## src/rtl/grid_bfs_next_step_core_macros.svh

```systemverilog
// Assertion macros for the grid search core.
// Both sample on clk_i and stay quiet while rst_ni is low.
`ifndef GRID_BFS_NEXT_STEP_CORE_MACROS_SVH
`define GRID_BFS_NEXT_STEP_CORE_MACROS_SVH

// Invariant that holds at every edge.
`define GBFS_ASSERT(name, prop, msg) \
  name: assert property (@(posedge clk_i) disable iff (!rst_ni) (prop)) \
    else $error(msg);

// Antecedent now implies consequent at the same edge.
`define GBFS_ASSERT_IMPL(name, ante, cons, msg) \
  name: assert property (@(posedge clk_i) disable iff (!rst_ni) (ante) |-> (cons)) \
    else $error(msg);

`endif

```

## src/rtl/gbfs_pkg.sv

```systemverilog
`default_nettype none
package gbfs_pkg;

  localparam int unsigned COORD_W    = 5;
  localparam int unsigned GRID_COLS  = 1 << COORD_W;
  localparam int unsigned GRID_ROWS  = 1 << COORD_W;
  localparam int unsigned CELL_W     = 2 * COORD_W;
  localparam int unsigned CELL_COUNT = GRID_COLS * GRID_ROWS;
  localparam int unsigned CNT_W      = CELL_W + 1;

  typedef enum logic {
    OP_WRITE = 1'b0,
    OP_QUERY = 1'b1
  } op_e;

  // Neighbour order and step direction share one code.
  typedef enum logic [1:0] {
    DIR_LEFT  = 2'd0,
    DIR_RIGHT = 2'd1,
    DIR_UP    = 2'd2,
    DIR_DOWN  = 2'd3
  } dir_e;

  // How a cell was reached from its parent.
  typedef enum logic [2:0] {
    MARK_NONE   = 3'd0,
    MARK_LEFT   = 3'd1,
    MARK_RIGHT  = 3'd2,
    MARK_UP     = 3'd3,
    MARK_DOWN   = 3'd4,
    MARK_ORIGIN = 3'd5
  } mark_e;

  typedef struct packed {
    logic              wall_we;
    logic              wall_wdata;
    logic              mark_we;
    mark_e             mark_wdata;
    logic [CELL_W-1:0] wr_addr;
    logic [CELL_W-1:0] rd_addr;
  } cell_req_t;

endpackage
`default_nettype wire

```

## src/rtl/gbfs_cell_mem.sv

```systemverilog
`default_nettype none
module gbfs_cell_mem (
  input  logic                  clk_i,
  input  gbfs_pkg::cell_req_t   req_i,
  output logic                  wall_rd_o,
  output gbfs_pkg::mark_e       mark_rd_o
);
  import gbfs_pkg::*;

  logic  wall_mem [CELL_COUNT];
  mark_e mark_mem [CELL_COUNT];
  logic  wall_rd_q;
  mark_e mark_rd_q;

  always_ff @(posedge clk_i) begin
    if (req_i.wall_we) begin
      wall_mem[req_i.wr_addr] <= req_i.wall_wdata;
    end
    if (req_i.mark_we) begin
      mark_mem[req_i.wr_addr] <= req_i.mark_wdata;
    end
    wall_rd_q <= wall_mem[req_i.rd_addr];
    mark_rd_q <= mark_mem[req_i.rd_addr];
  end

  assign wall_rd_o = wall_rd_q;
  assign mark_rd_o = mark_rd_q;

endmodule
`default_nettype wire

```

## config.mk

```make
export PLATFORM = sky130hd
export DESIGN_NAME = gbfs_cell_mem
export DESIGN_NICKNAME = d
export VERILOG_FILES = /design/src/rtl/grid_bfs_next_step_core_macros.svh /design/src/rtl/gbfs_pkg.sv /design/src/rtl/gbfs_cell_mem.sv
export SDC_FILE = /design/constraint.sdc
export NUM_CORES = 2
export LEC_CHECK = 0
export BUFFER_PORTS_ARGS = -buffer_cell sky130_fd_sc_hd__buf_4
export CORE_ASPECT_RATIO = 0.5
export CORE_MARGIN = 8
export CORE_UTILIZATION = 47
export CTS_BUF_LIST = sky130_fd_sc_hd__clkbuf_8
export DETAILED_ROUTE_END_ITERATION = 8
export PLACE_DENSITY_LB_ADDON = 0.3
export SYNTH_ARGS = -nofsm -noshare
export SYNTH_HDL_FRONTEND = slang
export SYNTH_SLANG_ARGS = --single-unit
```

## constraint.sdc

```tcl
create_clock -name clk_i -period 2.4 [get_ports clk_i]
set_clock_uncertainty 0.05 [all_clocks]
set_input_delay 0.24 -clock clk_i [delete_from_list [all_inputs] [get_ports clk_i]]
set_output_delay 0.24 -clock clk_i [all_outputs]
set_load 0.005 [all_outputs]
```

[Yosys cells after proc, flatten, opt, wreduce, memory -nomap -nowiden]
Memory sizes are Yosys's and may differ from the RTL's. A register that Yosys moved wholly into a read port is not among the register bits.
Index checks and enable logic that the tools add are counted.
Operators by class
  multiplexer cells: 4
Operators by type and width (count)
  2-to-1 mux 1 bit: 4
Storage, ports and cells
  flip-flop bits (word level): 0
  RAM bits: 4096
  input bits: 27
  output and inout bits: 4
  logic and storage cells: 6
  memories: 2
Memories
  mark_mem: depth 1024, width 3, read ports 1, clocked after Yosys merged registers in 1, write ports 1, RTL line gbfs_cell_mem.sv:11  | mark_e mark_mem [CELL_COUNT];
  wall_mem: depth 1024, width 1, read ports 1, clocked after Yosys merged registers in 1, write ports 1, RTL line gbfs_cell_mem.sv:10  | logic wall_mem [CELL_COUNT];

[Logic depth before layout (Yosys ltp)]
  word-level depth: 2
  depth in mapped cells: 15
  depth with buffers taken out: 8

[Worst setup path after synthesis]
Ideal clock, no wire load.
  path type: in2reg
  start point: input port req_i[0] (netlist bit)
  end point: register mark_rd_q[2], in the netlist mark_rd_o[2] (read register of mark_mem)
  data arrival time: 2.423 ns
  data required time: 2.221 ns
  path slack: -0.202 ns
  cell stages on the path: 10
  path buffers: 4
  cell sequence: buf_6 buf_8 buf_6 buf_2 mux4_2 mux4_2 a22oi_1 nand2_1 a22oi_1 nand4_1
RTL lines
  from (decl): RTL line gbfs_cell_mem.sv:4  | input gbfs_pkg::cell_req_t req_i,
  to (decl): RTL line gbfs_cell_mem.sv:13  | mark_e mark_rd_q;

==> impl_metrics.ini <==
[worst_setup_path]
critPathMaxFanout = 2
reg2reg_to = mark_rd_o[1]
arrival_ns = 3.87
r2r-start = mark_mem[175][1]
startpoint_type = flip-flop
criticalPathCategory = flip-flop to flip-flop
r2r_setup_slack_ns = -0.57
cp-end-kind = flip-flop
reg2reg_depth = 9
required_ns = 3.31
critPathLaunch = mark_mem[175][1]

[yosys]
yosys_most_used_dff = edfxtp_1
synth_top_family_by_area = multiplexers
netlist_area_sq_um = 167000
yosys-mux-area-fraction = 0.146
synth-compound-area-share = 0.0297
async_flop_share = 0
ys.warnings.count = 0
syn_nets = 9552
ys_types = 74
synth_edf_count = 4096
synthAdderAreaFrac = 0
synth_top_area_frac = 0.737
synthCells = 9525
seq_area_frac_synth = 0.737
avgSynthCellArea_sq_um = 17.5
synth_area_leaders = edfxtp_1, mux4_2, nor2_1
synthSimpleGateAreaFrac = 0.0616
ys_seq_elements = 4100
synth_top_cell_by_area = edfxtp_1
synth-xor-area-share = 0

[power]
p_leak_nw = 61.0
ir_drop_mv = 0.454
p_per_area_nw_per_um2 = 727

[cts]
root_buffer = clkbuf_8
cts_buffer_depth = 4
cts_setup_buffers = 0
clkSinkCount = 4100
cts_tree = done
clock_latency_ns = 1.11
cts_made_buffers = 594
path_clk_slew_ns = 0.07
cts_max_level = 6

[finish]
syn_to_final_growth_pct = 14.8
fin_nets = 10500
drive_gt1_frac = 0.260
finalNonFillerCells = 15700

[route]
ant_nets = 0
via_count = 97900
drc = 0
via_per_inst = 6.25
routed_wl_mm = 501
wl_per_cell_um = 32.0
firstDrtPassIters = 6
drtIter0Drc = 15400

[worst_hold_path]
hold_path_depth = 4
worstHoldEndpoint = mark_mem[820][1]
min_path_type = input pin to flip-flop
hp-start = req_i[12]

[grt]
grt_max_degree = 127
grtUsageTotal = 0.260
grt_pass1_wl_mm = 705
grt_pass1_vias = 95800
overflow = 0
grt_antenna_before_repair = 28

[timing]
max_slew_margin = 0.0961
worstMarginPinSlew_ns = 1.34
min_period_ns = 2.97
grt_setup_unrepaired = yes
hold_viol = 0
setup_tns_ns = -1.68
fin_crit_sh = 1.24
fin_ws_ns = -0.566
fmaxAchievable_mhz = 337
finalSetupViolations = 4
report.final.slew_viol_count = 0

[die]
io_pins = 31
die_w_um = 859
dieHeight_um = 437
die_area_sq_um = 376000
coreArea_sq_um = 353000
row_count = 154
start_util = 0.473

[placed_design]
gp_congestion = 0.872
placed_cells = 14600
dp_hpwl_mm = 315
io_buffers = 30

[flow_run]
maxCapViolCount = 0

[run_status]
outcome = finished with violations
violations = setup timing
-- registers in the layout (all words and copies together) (netlist names) --
name / count
wall_mem: 1024
mark_rd_o: 3
wall_rd_o: 1
mark_mem: 3072
-- through the flow --
stage                     utilization  setup slack (ns)  hold slack, ns  power [mW]  cell area [sq um]
after floorplan                     -           -0.0217           0.289        84.4             167000
after global placement          0.512             -2.27           0.509        89.3             181000
after detailed placement        0.513             -2.22           0.518        89.4             181000
after CTS                       0.543            -0.581          0.0100         140             192000
after global routing            0.543            -0.666          0.0816         143             192000
final                           0.543            -0.566          0.0999         139             192000
-- cell type report --
class | instances | area (sq um)
Clock inverter | 405 | 1910
Sequential cell | 4100 | 123000
Antenna cell | 11 | 27.5
Multi-Input combinational cell | 4623 | 40200
Inverter | 6 | 35.0
Timing Repair Buffer | 1149 | 12000
Clock buffer | 612 | 8420
Tap cell | 4758 | 5950
Fill cell | 27400 | 161000
-- critical path, cell delays in order, from the launching register on --
cell and delay (ns):
edfxtp_1 0.36, mux4_2 0.49, a22oi_2 0.56, a21oi_2 0.11
o21a_1 0.24, o32ai_4 0.52, buf_6 0.18, nor2_2 0.04
a31oi_1 0.13, o2111ai_1 0.15
-- cells in the final DEF, fill, tap and decap left out, drive strengths merged, types with 100 or more instances in the layout --
cell / Yosys / final
edfxtp: 4096 / 4096
nor2: 2138 / 2138
buf: 300 / 1124
mux4: 884 / 884
clkbuf: 496 / 612
mux2i: 408 / 408
inv: 6 / 212
nand2: 209 / 209
clkinv: 0 / 180
a21oi: 127 / 127
o221ai: 115 / 115
o21ai: 102 / 102
o22ai: 100 / 100
-- report_power, final --
group          switching [mW]  internal [mW]  total (mW)  leakage [nW]
Combinational            5.74           3.55        9.29          18.3
Sequential             0.0501           78.8        78.8          36.8
Clock                    26.9           24.2        51.2          5.95
-- cells by family after synthesis --
family | Yosys count
AND/OR/NAND/NOR | 2588
buffers and inverters | 802
multiplexers | 1320
flip-flops | 4100
AO/OA/AOI/OAI | 715
-- worst max-delay path by stage --
stage | endpoint | depth (start not counted) | slack (ns)
4_1_cts | mark_rd_o[1] | 9 | -0.58
3_5_place_dp | mark_rd_o[1] | 13 | -2.22
2_1_floorplan | mark_rd_o[2] | 11 | -0.02
6_report | mark_rd_o[1] | 9 | -0.57
3_3_place_gp | mark_rd_o[1] | 13 | -2.27
5_1_grt | mark_rd_o[0] | 6 | -0.67
-- what timing repair did --
action,in CTS,in global routing
hold endpoints to repair,3688,0
cloned,0,0
gates resized for setup,38,3
pin swaps,28,10
endpoints found under the setup margin,4,4
hold buffers,25,0
-- per-layer routing --
layer  vias up  part of all wire  GRT usage
met5         -          0.000054          0
met4         4             0.038     0.0924
met3      1038              0.13     0.0680
met2      6689              0.45      0.395
met1     50900              0.38      0.365
li1      39300                 -          -
-- synthesized netlist by cell type, drive strengths merged (12+ instances only) --
cell type,count
nor3b,12
a211oi,44
buf,300
edfxtp,4096
clkbuf,496
nand2,209
nand4,16
o21ai,102
mux2,28
mux2i,408
a22o,20
nor2,2138
nand3,36
a31oi,18
o22ai,100
nor3,83
o221ai,115
a21oi,127
mux4,884
a221oi,24
nor4,25
a22oi,92
Power figures use the tool's default switching activity.
